`src/hw/rtl/bwbs_pkg.sv`:
```
package bwbs_pkg;

   typedef enum logic [1:0] {
      OP_WRITE_DATA   = 2'd0,
      OP_WRITE_AMOUNT = 2'd1,
      OP_READ         = 2'd2,
      OP_UNUSED       = 2'd3
   } opcode_type;

   typedef enum logic [2:0] {
      MODE_PLAIN         = 3'd0,
      MODE_REVERSED      = 3'd1,
      MODE_INVERTED      = 3'd2,
      MODE_INV_REVERSED  = 3'd3,
      MODE_NO_SHIFT      = 3'd4,
      MODE_NO_SHIFT_REV  = 3'd5,
      MODE_VARIANT       = 3'd6,
      MODE_SPARE         = 3'd7
   } read_mode_type;

   localparam int unsigned BYTE_W   = 8;
   localparam int unsigned WINDOW_W = 2 * BYTE_W;
   localparam int unsigned MODE_W   = 3;
   localparam int unsigned OP_W     = 2;

   // A shift amount at or above this shifts the whole window out, so the shifted byte is zero.
   localparam logic [BYTE_W-1:0] SHIFT_LIMIT = 8'h10;

   typedef struct packed {
      logic              valid;
      logic [BYTE_W-1:0] read_data;
   } result_type;

   function automatic logic [BYTE_W-1:0] rev8(input logic [BYTE_W-1:0] v);
      logic [BYTE_W-1:0] r;
      for (int i = 0; i < BYTE_W; i++) begin
         r[BYTE_W-1-i] = v[i];
      end
      return r;
   endfunction

   // Bits 15..8 of the word shifted left by the amount, zero once the amount reaches 16.
   function automatic logic [BYTE_W-1:0] window_byte(input logic [WINDOW_W-1:0] word,
                                                     input logic [BYTE_W-1:0]   amount);
      logic [WINDOW_W-1:0] shifted;
      shifted = word << amount[3:0];
      if (amount >= SHIFT_LIMIT) begin
         return '0;
      end
      return shifted[WINDOW_W-1:BYTE_W];
   endfunction

endpackage

```
`src/hw/rtl/byte_window_barrel_shifter.sv`:
```
// Channel   Direction  Payload
// req_      in         tuser = opcode [1:0], tdata = data [7:0]
// rsp_      out        tdata = read_data [7:0]
// csr_      in         csr_wdata = read_mode [2:0], written when csr_we is high
//
// One transfer per cycle is sustained on each channel while rsp_ is not stalled. An item
// passes through the input register, where writes update the window and reads form their byte;
// a read result is offered on rsp_ from the edge at which it leaves that register. A stalled
// rsp_ side is absorbed by a two-entry output stage, and req_tready drops only once both
// entries hold results.
// Reset is synchronous: it empties the pipeline and clears the window, count and mode.
module byte_window_barrel_shifter (
   input  logic                                clock,
   input  logic                                reset,
   input  logic                                req_tvalid,
   output logic                                req_tready,
   input  logic [bwbs_pkg::OP_W-1:0]           req_tuser,   // [1:0] opcode
   input  logic [bwbs_pkg::BYTE_W-1:0]         req_tdata,   // [7:0] data
   output logic                                rsp_tvalid,
   input  logic                                rsp_tready,
   output logic [bwbs_pkg::BYTE_W-1:0]         rsp_tdata,   // [7:0] read_data
   input  logic                                csr_we,
   input  logic [bwbs_pkg::MODE_W-1:0]         csr_wdata
);

   bwbs_pkg::result_type result;
   logic                 out_ready;

   bwbs_shift_core u_core (
      .clock      (clock),
      .reset      (reset),
      .req_tvalid (req_tvalid),
      .req_tready (req_tready),
      .req_tuser  (req_tuser),
      .req_tdata  (req_tdata),
      .csr_we     (csr_we),
      .csr_wdata  (csr_wdata),
      .out_ready  (out_ready),
      .result     (result)
   );

   bwbs_out_stage u_out (
      .clock      (clock),
      .reset      (reset),
      .result     (result),
      .out_ready  (out_ready),
      .rsp_tvalid (rsp_tvalid),
      .rsp_tready (rsp_tready),
      .rsp_tdata  (rsp_tdata)
   );

`ifndef NO_ASSERTIONS
   a_push_needs_room: assert property (@(posedge clock) disable iff (reset)
      result.valid |-> out_ready)
      else $error("Result pushed into a full output stage.");

   a_full_means_valid: assert property (@(posedge clock) disable iff (reset)
      !out_ready |-> rsp_tvalid)
      else $error("Skid entry holds a result while the output is empty.");

   a_empty_after_reset: assert property (@(posedge clock)
      $past(reset) |-> !rsp_tvalid)
      else $error("Result offered straight after reset.");
`endif

endmodule

```
`src/hw/rtl/bwbs_shift_core.sv`:
```
module bwbs_shift_core (
   input  logic                                clock,
   input  logic                                reset,
   input  logic                                req_tvalid,
   output logic                                req_tready,
   input  logic [bwbs_pkg::OP_W-1:0]           req_tuser,
   input  logic [bwbs_pkg::BYTE_W-1:0]         req_tdata,
   input  logic                                csr_we,
   input  logic [bwbs_pkg::MODE_W-1:0]         csr_wdata,
   input  logic                                out_ready,
   output bwbs_pkg::result_type                result
);

   logic                              a_valid_ff;
   bwbs_pkg::opcode_type              a_op_ff;
   logic [bwbs_pkg::BYTE_W-1:0]       a_data_ff;

   bwbs_pkg::read_mode_type           mode_ff;
   logic [bwbs_pkg::BYTE_W-1:0]       high_ff;
   logic [bwbs_pkg::BYTE_W-1:0]       low_ff;
   logic [bwbs_pkg::BYTE_W-1:0]       count_ff;
   logic [bwbs_pkg::BYTE_W-1:0]       high_in;
   logic [bwbs_pkg::BYTE_W-1:0]       low_in;
   logic [bwbs_pkg::BYTE_W-1:0]       count_in;

   logic                              is_read;
   logic                              advance;
   logic                              req_take;
   logic [bwbs_pkg::BYTE_W-1:0]       plain;
   logic [bwbs_pkg::BYTE_W-1:0]       variant_high;
   logic [bwbs_pkg::BYTE_W-1:0]       read_value;

   assign is_read    = (a_op_ff == bwbs_pkg::OP_READ);
   // A read leaves the input register only when the output side has room for it.
   assign advance    = a_valid_ff && (!is_read || out_ready);
   assign req_tready = !a_valid_ff || advance;
   assign req_take   = req_tvalid && req_tready;

   always_ff @(posedge clock) begin
      if (reset) begin
         a_valid_ff <= 1'b0;
      end else if (req_take) begin
         a_valid_ff <= 1'b1;
      end else if (advance) begin
         a_valid_ff <= 1'b0;
      end
   end

   always_ff @(posedge clock) begin
      if (req_take) begin
         a_op_ff   <= bwbs_pkg::opcode_type'(req_tuser);
         a_data_ff <= req_tdata;
      end
   end

   always_comb begin
      high_in  = high_ff;
      low_in   = low_ff;
      count_in = count_ff;
      if (advance) begin
         case (a_op_ff)
            bwbs_pkg::OP_WRITE_DATA: begin
               low_in  = high_ff;
               high_in = a_data_ff;
            end
            bwbs_pkg::OP_WRITE_AMOUNT: begin
               count_in = a_data_ff;
            end
            default: begin
            end
         endcase
      end
   end

   always_ff @(posedge clock) begin
      if (reset) begin
         mode_ff  <= bwbs_pkg::MODE_PLAIN;
         high_ff  <= '0;
         low_ff   <= '0;
         count_ff <= '0;
      end else begin
         if (csr_we) begin
            mode_ff <= bwbs_pkg::read_mode_type'(csr_wdata);
         end
         high_ff  <= high_in;
         low_ff   <= low_in;
         count_ff <= count_in;
      end
   end

   assign plain = bwbs_pkg::window_byte({high_ff, low_ff}, count_ff);

   // For large counts the variant mode reverses the whole word and shifts by 255 minus the count.
   assign variant_high = bwbs_pkg::window_byte({bwbs_pkg::rev8(low_ff), bwbs_pkg::rev8(high_ff)},
                                               ~count_ff);

   always_comb begin
      unique case (mode_ff)
         bwbs_pkg::MODE_REVERSED:     read_value = bwbs_pkg::rev8(plain);
         bwbs_pkg::MODE_INVERTED:     read_value = ~plain;
         bwbs_pkg::MODE_INV_REVERSED: read_value = bwbs_pkg::rev8(~plain);
         bwbs_pkg::MODE_NO_SHIFT:     read_value = high_ff;
         bwbs_pkg::MODE_NO_SHIFT_REV: read_value = bwbs_pkg::rev8(high_ff);
         bwbs_pkg::MODE_VARIANT: begin
            if (count_ff < bwbs_pkg::SHIFT_LIMIT) begin
               read_value = plain;
            end else begin
               read_value = variant_high;
            end
         end
         default:                     read_value = plain;
      endcase
   end

   assign result.valid     = advance && is_read;
   assign result.read_data = read_value;

endmodule

```
`src/hw/rtl/bwbs_out_stage.sv`:
```
module bwbs_out_stage (
   input  logic                          clock,
   input  logic                          reset,
   input  bwbs_pkg::result_type          result,
   output logic                          out_ready,
   output logic                          rsp_tvalid,
   input  logic                          rsp_tready,
   output logic [bwbs_pkg::BYTE_W-1:0]   rsp_tdata
);

   logic                          main_valid_ff;
   logic [bwbs_pkg::BYTE_W-1:0]   main_data_ff;
   logic                          skid_valid_ff;
   logic [bwbs_pkg::BYTE_W-1:0]   skid_data_ff;
   logic                          main_free;

   // The skid entry catches a result that arrives while the main entry is stalled.
   assign out_ready = !skid_valid_ff;
   assign main_free = !main_valid_ff || rsp_tready;

   always_ff @(posedge clock) begin
      if (reset) begin
         main_valid_ff <= 1'b0;
         skid_valid_ff <= 1'b0;
      end else if (main_free) begin
         if (skid_valid_ff) begin
            main_valid_ff <= 1'b1;
            skid_valid_ff <= 1'b0;
         end else begin
            main_valid_ff <= result.valid;
         end
      end else if (result.valid) begin
         skid_valid_ff <= 1'b1;
      end
   end

   always_ff @(posedge clock) begin
      if (main_free) begin
         if (skid_valid_ff) begin
            main_data_ff <= skid_data_ff;
         end else begin
            main_data_ff <= result.read_data;
         end
      end else if (result.valid) begin
         skid_data_ff <= result.read_data;
      end
   end

   assign rsp_tvalid = main_valid_ff;
   assign rsp_tdata  = main_data_ff;

endmodule

```
`config.mk`:
```
export PLATFORM = sky130hd
export DESIGN_NAME = byte_window_barrel_shifter
export DESIGN_NICKNAME = d
export VERILOG_FILES = /design/src/hw/rtl/bwbs_pkg.sv /design/src/hw/rtl/byte_window_barrel_shifter.sv /design/src/hw/rtl/bwbs_shift_core.sv /design/src/hw/rtl/bwbs_out_stage.sv
export SDC_FILE = /design/constraint.sdc
export NUM_CORES = 1
export LEC_CHECK = 0
export BUFFER_PORTS_ARGS = -buffer_cell sky130_fd_sc_hd__buf_4
export CORE_ASPECT_RATIO = 2
export CORE_UTILIZATION = 25
export CTS_BUF_LIST = sky130_fd_sc_hd__clkbuf_16
export DETAILED_ROUTE_END_ITERATION = 10
export HOLD_SLACK_MARGIN = 0.05
export PLACE_DENSITY_LB_ADDON = 0.12
export REMOVE_ABC_BUFFERS = 1
export SLEW_MARGIN = 25
export SYNTH_ARGS = -nofsm -noshare
export SYNTH_HDL_FRONTEND = slang
export SYNTH_SLANG_ARGS = --single-unit
```
`constraint.sdc`:
```
create_clock -name clock -period 3.5 [get_ports clock]
set_input_delay 0.7 -clock clock [delete_from_list [all_inputs] [get_ports clock]]
set_output_delay 0.7 -clock clock [all_outputs]
set_load 0.02 [all_outputs]
```
# After elaboration in Yosys (flattened, before gate mapping)
# Index checks and enable logic that the tools add are counted.
dict set report op_classes {
  magnitude_cmp 3
  muxes 12
  n_bitwise 3
  div 0
  multipliers 0
  shifts 2
  addsub 0
  reduce_logical 16
  eq_ne 8
}
# cell count
set ops {}
lappend ops {{$mux W8} 6}
lappend ops {{$pmux W8 S6} 1}
lappend ops {{$shl A16 B4 Y16} 2}
lappend ops {{$ge A8 B5 Y1 const B} 2}
lappend ops {{$not A8 Y8} 2}
lappend ops {{$eq A3 B3 Y1 const B} 3}
lappend ops {{$lt A8 B5 Y1 const B} 1}
lappend ops {{$eq A3 B2 Y1 const B} 2}
lappend ops {{$reduce_and A2 Y1} 3}
lappend ops {{$mux W1} 5}
lappend ops {{$logic_not A1 Y1} 4}
lappend ops {{$eq A3 B1 Y1 const B} 1}
lappend ops {{$logic_and A1 B1 Y1} 3}
lappend ops {{$logic_or A1 B1 Y1} 3}
lappend ops {{$eq A2 B1 Y1 const B} 1}
lappend ops {{$eq A2 B2 Y1 const B} 1}
lappend ops {{$logic_not A2 Y1} 1}
lappend ops {{$reduce_bool A2 Y1} 1}
lappend ops {{$reduce_or A2 Y1} 1}
lappend ops {{$not A1 Y1} 1}
dict set report word_totals {
  memories 0
  register_bits 56
  latchBits 0
  output_inout_bits 10
  word_cells 55
  ram_bits 0
  romBits 0
  in_bits 18
}

# Depth between registers and ports, before layout
# Gate-level depths: netlist of run 1.
dict set report depth {
  depth_word 7
  depth_mapped 9
  depth_no_buf 6
}

# Modules after synthesis
# From an unflattened synthesis of run 1, not the netlist that was laid out.
dict set report hier_totals {
  hier_cells 406
  area_unflattened_um2 3798.6
}
# module area_per_inst_um2 seq_area_each_um2 instances cells_per_inst
set by_module_without_submodules {}
lappend by_module_without_submodules {bwbs_shift_core 3115.5 860.8 1 372}
lappend by_module_without_submodules {bwbs_out_stage 683.2 520.5 1 34}

# Worst setup path before layout of run 1
# Ideal clock, no wire load.
dict set report synth_timing {
  kind {reg2reg}
  from {reg u_core.count_ff[2] (netlist bit)}
  to {reg u_out.main_data_ff, in the netlist u_out.rsp_tdata[1] (data pin)}
  path_buffers 1
  synth_period_minus_slack_ns 2.287
  setup_ns 0.259
  path_stages_with_launch 8
  setup_slack_ns 1.213
  required_ns 3.241
  t_arrival_ns 2.028
  cell_sequence {dfxtp_1 buf_6 mux4_1 mux2_2 a311oi_1 a41oi_1 a21boi_1 o31ai_1}
}
dict set report synth_via {
  elab_chain_len 7
  word_cells_on_any_way 14
  cone_classes {order compare (3); shift (2); mux (7); bitwise (2)}
}
# item line_no
set synth_rtl {}
lappend synth_rtl {{from (decl)} bwbs_shift_core.sv:21} ;# logic [bwbs_pkg::BYTE_W-1:0] count_ff;
lappend synth_rtl {{from (signal assigned)} bwbs_shift_core.sv:87} ;# count_ff <= count_in;
lappend synth_rtl {{$not A8 Y8} bwbs_shift_core.sv:95} ;# ~count_ff);
lappend synth_rtl {{$ge A8 B5 Y1} bwbs_pkg.sv:47} ;# if (amount >= SHIFT_LIMIT) begin
lappend synth_rtl {{$mux W1} bwbs_pkg.sv:47}
lappend synth_rtl {{$mux W8} bwbs_pkg.sv:50} ;# return shifted[WINDOW_W-1:BYTE_W];
lappend synth_rtl {{$mux W8} bwbs_shift_core.sv:105} ;# if (count_ff < bwbs_pkg::SHIFT_LIMIT) begin
lappend synth_rtl {{$pmux W8 S6 (*)} bwbs_shift_core.sv:98} ;# unique case (mode_ff)
lappend synth_rtl {{$mux W8 (*)} bwbs_out_stage.sv:39} ;# if (skid_valid_ff) begin
lappend synth_rtl {{to (signal assigned)} bwbs_out_stage.sv:40} ;# main_data_ff <= skid_data_ff;
lappend synth_rtl {{to (signal assigned)} bwbs_out_stage.sv:42} ;# main_data_ff <= result.read_data;
lappend synth_rtl {{to (decl)} bwbs_out_stage.sv:12} ;# logic [bwbs_pkg::BYTE_W-1:0] main_data_ff;
# Every way passes the cells marked *; elsewhere a longest branch is shown, timed or not.
# A chain may end at the register's enable or synchronous reset.

# Worst setup path in the final report of run 1
dict set report layout_timing {
  from {reg u_core.count_ff[0] (netlist bit)}
  to {reg u_out.main_data_ff, in the netlist u_out.rsp_tdata[2] (data pin)}
}
# Same word-level chain as after synthesis.

==> results of run 1 <==
-- stage by stage --
stage	cells	total power, mW	util (%)	worst slack [ns]
2_1_floorplan	392	0.925	-	0.589
3_3_place_gp	638	1.04	27.2	0.570
3_5_place_dp	638	1.04	27.2	0.619
4_1_cts	646	1.59	28.1	0.583
5_1_grt	646	1.63	28.2	0.325
6_report	646	1.56	28.2	0.545
-- layer usage --
metal	part of all wire [%]	global-route usage, %	routed length, um
met1	32	14.7	4350
met2	58	32.9	7860
met3	3.2	1.91	429
met4	6.3	11.4	846
met5	0	0	0
-- kinds of logic after synthesis --
kind of cell,share of synthesized area (%)
flops,33.6
compound gates,20.4
buf+inv,7.83
xor+xnor,0.640
mux,20.3
simple gates,17.1
-- cell type report --
type | instances | area [um2] | area share, %
Clock buffer | 5 | 125 | 2.75
Clock inverter | 3 | 26.3 | 0.577
Inverter | 10 | 37.5 | 0.824
Multi-Input combinational cell | 326 | 2420 | 53.0
Sequential cell | 56 | 1380 | 30.3
Tap cell | 204 | 255 | 5.60
Timing Repair Buffer | 42 | 315 | 6.92
-- registers in the layout (all words and copies together) (netlist names) --
signal	count
u_core.a_data_ff	8
u_core.count_ff	8
u_core.high_ff	8
u_core.low_ff	8
u_out.rsp_tdata	8
u_out.skid_data_ff	8
u_core.mode_ff	3
u_core.a_op_ff	2
u_core.a_valid_ff	1
u_out.rsp_tvalid	1
u_out.skid_valid_ff	1
-- worst max-delay path, cell delays in order (launching register included) --
cell and delay, ns:
dfxtp_1 0.78, buf_4 0.34, mux2_2 0.40, a22oi_1 0.35
mux2i_1 0.28, nand3_1 0.16, o21ai_0 0.26, a31oi_1 0.12
-- cell usage after synthesis, types with 8 or more instances --
cell type / number / area [um2]
a21oi_1: 25 / 125
nand2_1: 57 / 214
mux4_2: 13 / 293
nor3_1: 8 / 40.0
nor2_1: 35 / 131
inv_1: 9 / 33.8
o21ai_0: 21 / 105
dfxtp_1: 30 / 601
mux2_2: 8 / 90.1
edfxtp_1: 26 / 781
mux2i_1: 28 / 280
clkbuf_1: 24 / 90.1
a31oi_1: 8 / 50.1
o211ai_1: 9 / 67.6
-- where the power goes --
group | total, mW | switching (mW) | internal (mW)
registers | 0.747 | 0.0277 | 0.719
logic | 0.275 | 0.159 | 0.116
clock network | 0.538 | 0.265 | 0.273
total | 1.56 | 0.452 | 1.11
-- final timing paths --
path / from / to / slack, ns
max: u_core.count_ff[0] / u_out.rsp_tdata[2] / 0.55
min reg2reg: u_core.a_data_ff[2] / u_core.count_ff[2] / 0.52
min: u_core.a_data_ff[2] / u_core.count_ff[2] / 0.52
max reg2reg: u_core.count_ff[0] / u_out.rsp_tdata[2] / 0.55
-- placed cells by master, fill, tap and decap left out, types with 4 or more instances in the layout --
cell,synthesis,final
and2_1,6,6
dfxtp_1,30,30
nand2b_1,7,7
o21ai_0,21,21
mux2_2,8,8
clkbuf_16,0,5
nand3_1,4,4
nor3_1,8,8
a22oi_1,4,4
nand2_1,57,57
inv_1,9,9
nor2b_1,5,5
o211ai_1,9,9
a21oi_1,25,25
o22ai_1,5,5
mux4_1,5,5
buf_4,3,42
a31o_2,4,4
edfxtp_1,26,26
o31ai_1,7,7
mux4_2,13,13
nor2_1,35,35
a31oi_1,8,8
mux2i_1,28,28
==> metrics.cfg, run 1 <==
[setup_path]
required_ns=3.54
rr_worst_depth=7
arrival_ns=3.00
path_class=register to register
cp-end-kind=register
worst_setup_path_start_kind=register
crit_fanout=13

[clock_network]
cts_root_buffer=clkbuf_16
post_cts_resized=0
clk_pin_slew_ns=0.08
cts_htree_levels=2
cts_buffer_depth=2
cts_buffers=5
postCtsSetupBuffers=0
cts.sinks=56
holdBufCountCts=0
clk_latency_ns=0.31
cts_tree=yes

[power]
ir_worst_vdd_v=0.000178
power.leakage_nw=1.61
power_density_nw_per_um2=343

[synthesis]
synth-main-ff-cell=dfxtp_1
ys_seq_elements=56
syn_avg_cell_area_um2=9.44
yosysWarnings=0
synth_enable_flop_cells=26
synthArstFlopShare_pct=0
ys_types=69
ys_seq_area_share_pct=33.6
synth_cells=435
synth_area_um2=4110

[finish]
n_fill_cell=1806
fin_nets=459
area.growth.synth_to_final_pct=10.9
diodes=0
final_area_um2=4560
drive_gt1_share_pct=20.6

[global_route]
grt_max_degree=31
globalRouteOverflowTotal=0
grt_use_total_pct=16.5
antenna_found_initial=0
grt_pass1_wl_um=20600
first_global_vias=3532

[placed_design]
place.port_buffers=27
place_congestion=0.861
dpl.hpwl_um=10700
dpl_cell_area_um2=4400

[floorplanning]
core_um2=16200
dieHeight_um=183
rows=66
die_x_um=92.6
io_pins=28
dieArea_um2=17000
initial_utilization_pct=25.4

[timing]
max-slew-margin-rel_pct=52.8
rsz0062_at_grt=no
setup_viol=0
finalCritPeriodShare_pct=84.4
hold_viol_final=0
fmax_ghz=0.338
tns_ns=0
period_needed_ns=2.95
slew_violations=0
hold_ws_ns=0.517
fin_skew_ns=0.00967
worstMarginPinSlew_ns=0.707

[drt]
drtAntennaViolNets=0
drc_errors=0
wire_per_inst_um=20.9
dr.pass1.iters=4
drt-initial-drc-count=189
via_count=3468
drt-total-wl_um=13500
viasPerCell=5.37

[min_path]
hold_class=register to register
hold_depth=2

[job]
cap_violations=0

[outcome]
status=completed

(Power assumes the default switching activity.)
==> run 2: changes to the inputs <==
--- a/config.mk
+++ b/config.mk
@@ -5,6 +5,7 @@
 export SDC_FILE = /design/constraint.sdc
 export NUM_CORES = 1
 export LEC_CHECK = 0
+export ABC_AREA = 1
 export BUFFER_PORTS_ARGS = -buffer_cell sky130_fd_sc_hd__buf_4
 export CORE_ASPECT_RATIO = 2
 export CORE_UTILIZATION = 25
==> constraint.sdc (replaced) <==
create_clock -name clock -period 3 [get_ports clock]
set_input_delay 0.6 -clock clock [delete_from_list [all_inputs] [get_ports clock]]
set_output_delay 0.6 -clock clock [all_outputs]
set_load 0.02 [all_outputs]
==> metrics.cfg, run 2 <==
[outcome]
status=completed  ; unchanged

[setup_path]
cp-end-kind=register  ; unchanged
r2r_end=u_out.rsp_tdata[0]  ; was u_out.rsp_tdata[2]
endpoint=u_out.rsp_tdata[0]  ; was u_out.rsp_tdata[2]
rr_worst_depth=14  ; was 7
path_class=register to register  ; unchanged
arrival_ns=2.49  ; was 3.00 ns
worst_setup_path_start_kind=register  ; unchanged
r2r_start=u_core.count_ff[0]  ; unchanged
required_ns=3.07  ; was 3.54 ns
startpoint=u_core.count_ff[0]  ; unchanged
crit_fanout=17  ; was 13
r2r_slack_ns=0.57  ; was 0.55 ns

[clock_network]
postCtsSetupBuffers=0  ; unchanged
cts_buffers=5  ; unchanged
cts_buffer_depth=2  ; unchanged
holdBufCountCts=0  ; unchanged
clk_latency_ns=0.31  ; about the same
cts_root_buffer=clkbuf_16  ; unchanged
cts.sinks=56  ; unchanged
cts_htree_levels=2  ; unchanged
post_cts_resized=0  ; unchanged
clk_pin_slew_ns=0.08  ; about the same
cts_tree=yes  ; unchanged

[synthesis]
ys_seq_area_share_pct=40.4  ; was 33.6%
yosysWarnings=0  ; unchanged
ys_types=28  ; was 69
yosysTopAreaCell=edfxtp_1  ; unchanged
yosysMostFrequentCell=nand2_1  ; unchanged
ys_seq_elements=56  ; unchanged
synth_area_um2=3420  ; was 4110 um2
synthTopCellsByArea=edfxtp_1 (23%), dfxtp_1 (18%), nand2_1 (16%)  ; was edfxtp_1 (19%), dfxtp_1 (15%), mux4_2 (7.1%)
synthArstFlopShare_pct=0  ; unchanged
synth-main-ff-cell=dfxtp_1  ; unchanged
syn_avg_cell_area_um2=7.13  ; was 9.44 um2
synth_top_area_share_pct=22.8  ; was 19.0%
synth_common_cells=nand2_1 (144), nand3_1 (78), inv_1 (42), a21oi_1 (33)  ; was nand2_1 (57), nor2_1 (35), dfxtp_1 (30), mux2i_1 (28), edfxtp_1 (26)
synth_cells=479  ; was 435
synth_enable_flop_cells=26  ; unchanged

[finish]
fin_nets=519  ; was 459
drive_gt1_share_pct=17.3  ; was 20.6%
layout_commonest_cell=nand2_1  ; unchanged
final_cell_mix=nand2_1 (144), nand3_1 (78), inv_1 (42)  ; was nand2_1 (57), buf_4 (42), nor2_1 (35)
register_area_um2=1380  ; unchanged
postLayoutCoreUtil_pct=29.1  ; was 28.2%
multi_input_area_um2=1710  ; was 2420 um2
area.growth.synth_to_final_pct=13.7  ; was 10.9%
diodes=0  ; unchanged
n_fill_cell=1465  ; was 1806

[floorplanning]
dieArea_um2=14200  ; was 17000 um2
core_um2=13400  ; was 16200 um2
io_pins=28  ; unchanged
die_x_um=84.7  ; was 92.6 um
rows=60  ; was 66
dieHeight_um=167  ; was 183 um
initial_utilization_pct=25.6  ; was 25.4%

[drt]
dr.pass1.iters=6  ; was 4
viasPerCell=4.85  ; was 5.37
wire_per_inst_um=15.4  ; was 20.9 um
via_count=3189  ; was 3468
drt-total-wl_um=10100  ; was 13500 um
drtAntennaViolNets=0  ; unchanged
drt-initial-drc-count=161  ; was 189
drc_errors=0  ; unchanged

[timing]
fmax_ghz=0.412  ; was 0.338 GHz
tns_ns=0  ; unchanged
worstMarginPinSlew_ns=0.933  ; was 0.707 ns
max-slew-margin-rel_pct=37.6  ; was 52.8%
finalCritPeriodShare_pct=80.9  ; was 84.4%
rsz0062_at_grt=no  ; unchanged
hold_viol_final=0  ; unchanged
period_needed_ns=2.43  ; was 2.95 ns
fin_skew_ns=0.0174  ; was 0.00967 ns
setup_viol=0  ; unchanged
slew_violations=0  ; unchanged

[global_route]
grt_max_degree=29  ; was 31
first_global_vias=3214  ; was 3532
grt_use_total_pct=14.9  ; was 16.5%
globalRouteOverflowTotal=0  ; unchanged
grt_pass1_wl_um=16200  ; was 20600 um
antenna_found_initial=0  ; unchanged

[power]
intPower_mw=1.29  ; was 1.11 mW
p_comb_share_pct=18.4  ; was 17.6%
swShare_pct=29.9  ; was 29.0%
clkPwrFrac_pct=33.7  ; was 34.5%
power_density_nw_per_um2=475  ; was 343 nW/um2
seq_power_share_pct=47.9  ; about the same
p_switching_mw=0.551  ; was 0.452 mW
ir_worst_vdd_v=0.000271  ; was 0.000178 V
power.leakage_nw=1.66  ; was 1.61 nW

[job]
cap_violations=0  ; unchanged

[min_path]
hold_class=primary input to register  ; was register to register

[placed_design]
place_congestion=0.868  ; was 0.861
place.port_buffers=27  ; unchanged
dpl.hpwl_um=8360  ; was 10700 um

-- run 2: final cells by class --
type | count | area share, %
Clock buffer | 5 | 3.22
Inverter | 53 | 5.44
Multi-Input combinational cell | 353 | 43.9
Clock inverter | 3 | 0.676
Timing Repair Buffer | 32 | 6.18
Tap cell | 155 | 4.99
Sequential cell | 56 | 35.6
-- run 2: power groups by stage --
stage	clock network (mW)	logic [mW]	registers (mW)
2_1_floorplan	0	0.199	0.923
3_3_place_gp	0	0.344	0.901
3_5_place_dp	0	0.343	0.901
4_1_cts	0.646	0.343	0.883
5_1_grt	0.672	0.379	0.888
6_report	0.621	0.340	0.883
-- run 2: metal layers --
layer	share of wire [%]	GRT usage [%]	vias up
met3	2.4	1.72	28
met5	0	0	-
met4	5.7	10.3	0
met2	58	29.9	73
met1	34	13.2	1453
li1	-	-	1635
-- run 2: worst min path at each step --
stage | startpoint | to | slack [ns] | cells past startpoint
global placement | u_core.count_ff[4] | u_core.count_ff[4] | 0.46 | 2
CTS | req_tdata[3] | u_core.a_data_ff[3] | 0.46 | 1
floorplan | u_core.count_ff[7] | u_core.count_ff[7] | 0.44 | 2
global route | req_tdata[4] | u_core.a_data_ff[4] | 0.45 | 1
detailed placement | u_core.count_ff[4] | u_core.count_ff[4] | 0.46 | 2
finish | req_tuser[0] | u_core.a_op_ff[0] | 0.46 | 1
-- run 2: cell families (layout without fill, tap and decap cells) --
kind of cell	after synthesis	after routing	share of synthesized area [%]
AND/OR/NAND/NOR	278	278	38.0
flip-flops	56	56	40.4
buffers and inverters	70	93	9.63
AO/OA/AOI/OAI	75	75	11.9
-- run 2: critical path: stages, from the launching register on --
cell     delay [ns]
dfxtp_1        0.68
buf_4          0.26
inv_8          0.08
nand2_1        0.08
nand3_1        0.13
nand3_1        0.14
nand2_1        0.12
nand2_1        0.09
nand2_1        0.12
nand2_1        0.15
nand2_1        0.07
nand2_1        0.07
nand3_2        0.08
nand3_1        0.08
nand2_1        0.05
-- run 2: metrics by stage --
step	instances	instance area [um2]	hold slack, ns	worst slack [ns]	power (mW)
global placement	649	3730	0.456	0.600	1.25
finish	657	3880	0.461	0.572	1.84
detailed placement	649	3730	0.465	0.604	1.24
global route	657	3880	0.455	0.366	1.94
CTS	657	3880	0.460	0.595	1.87
floorplan	462	3300	0.438	1.09	1.12
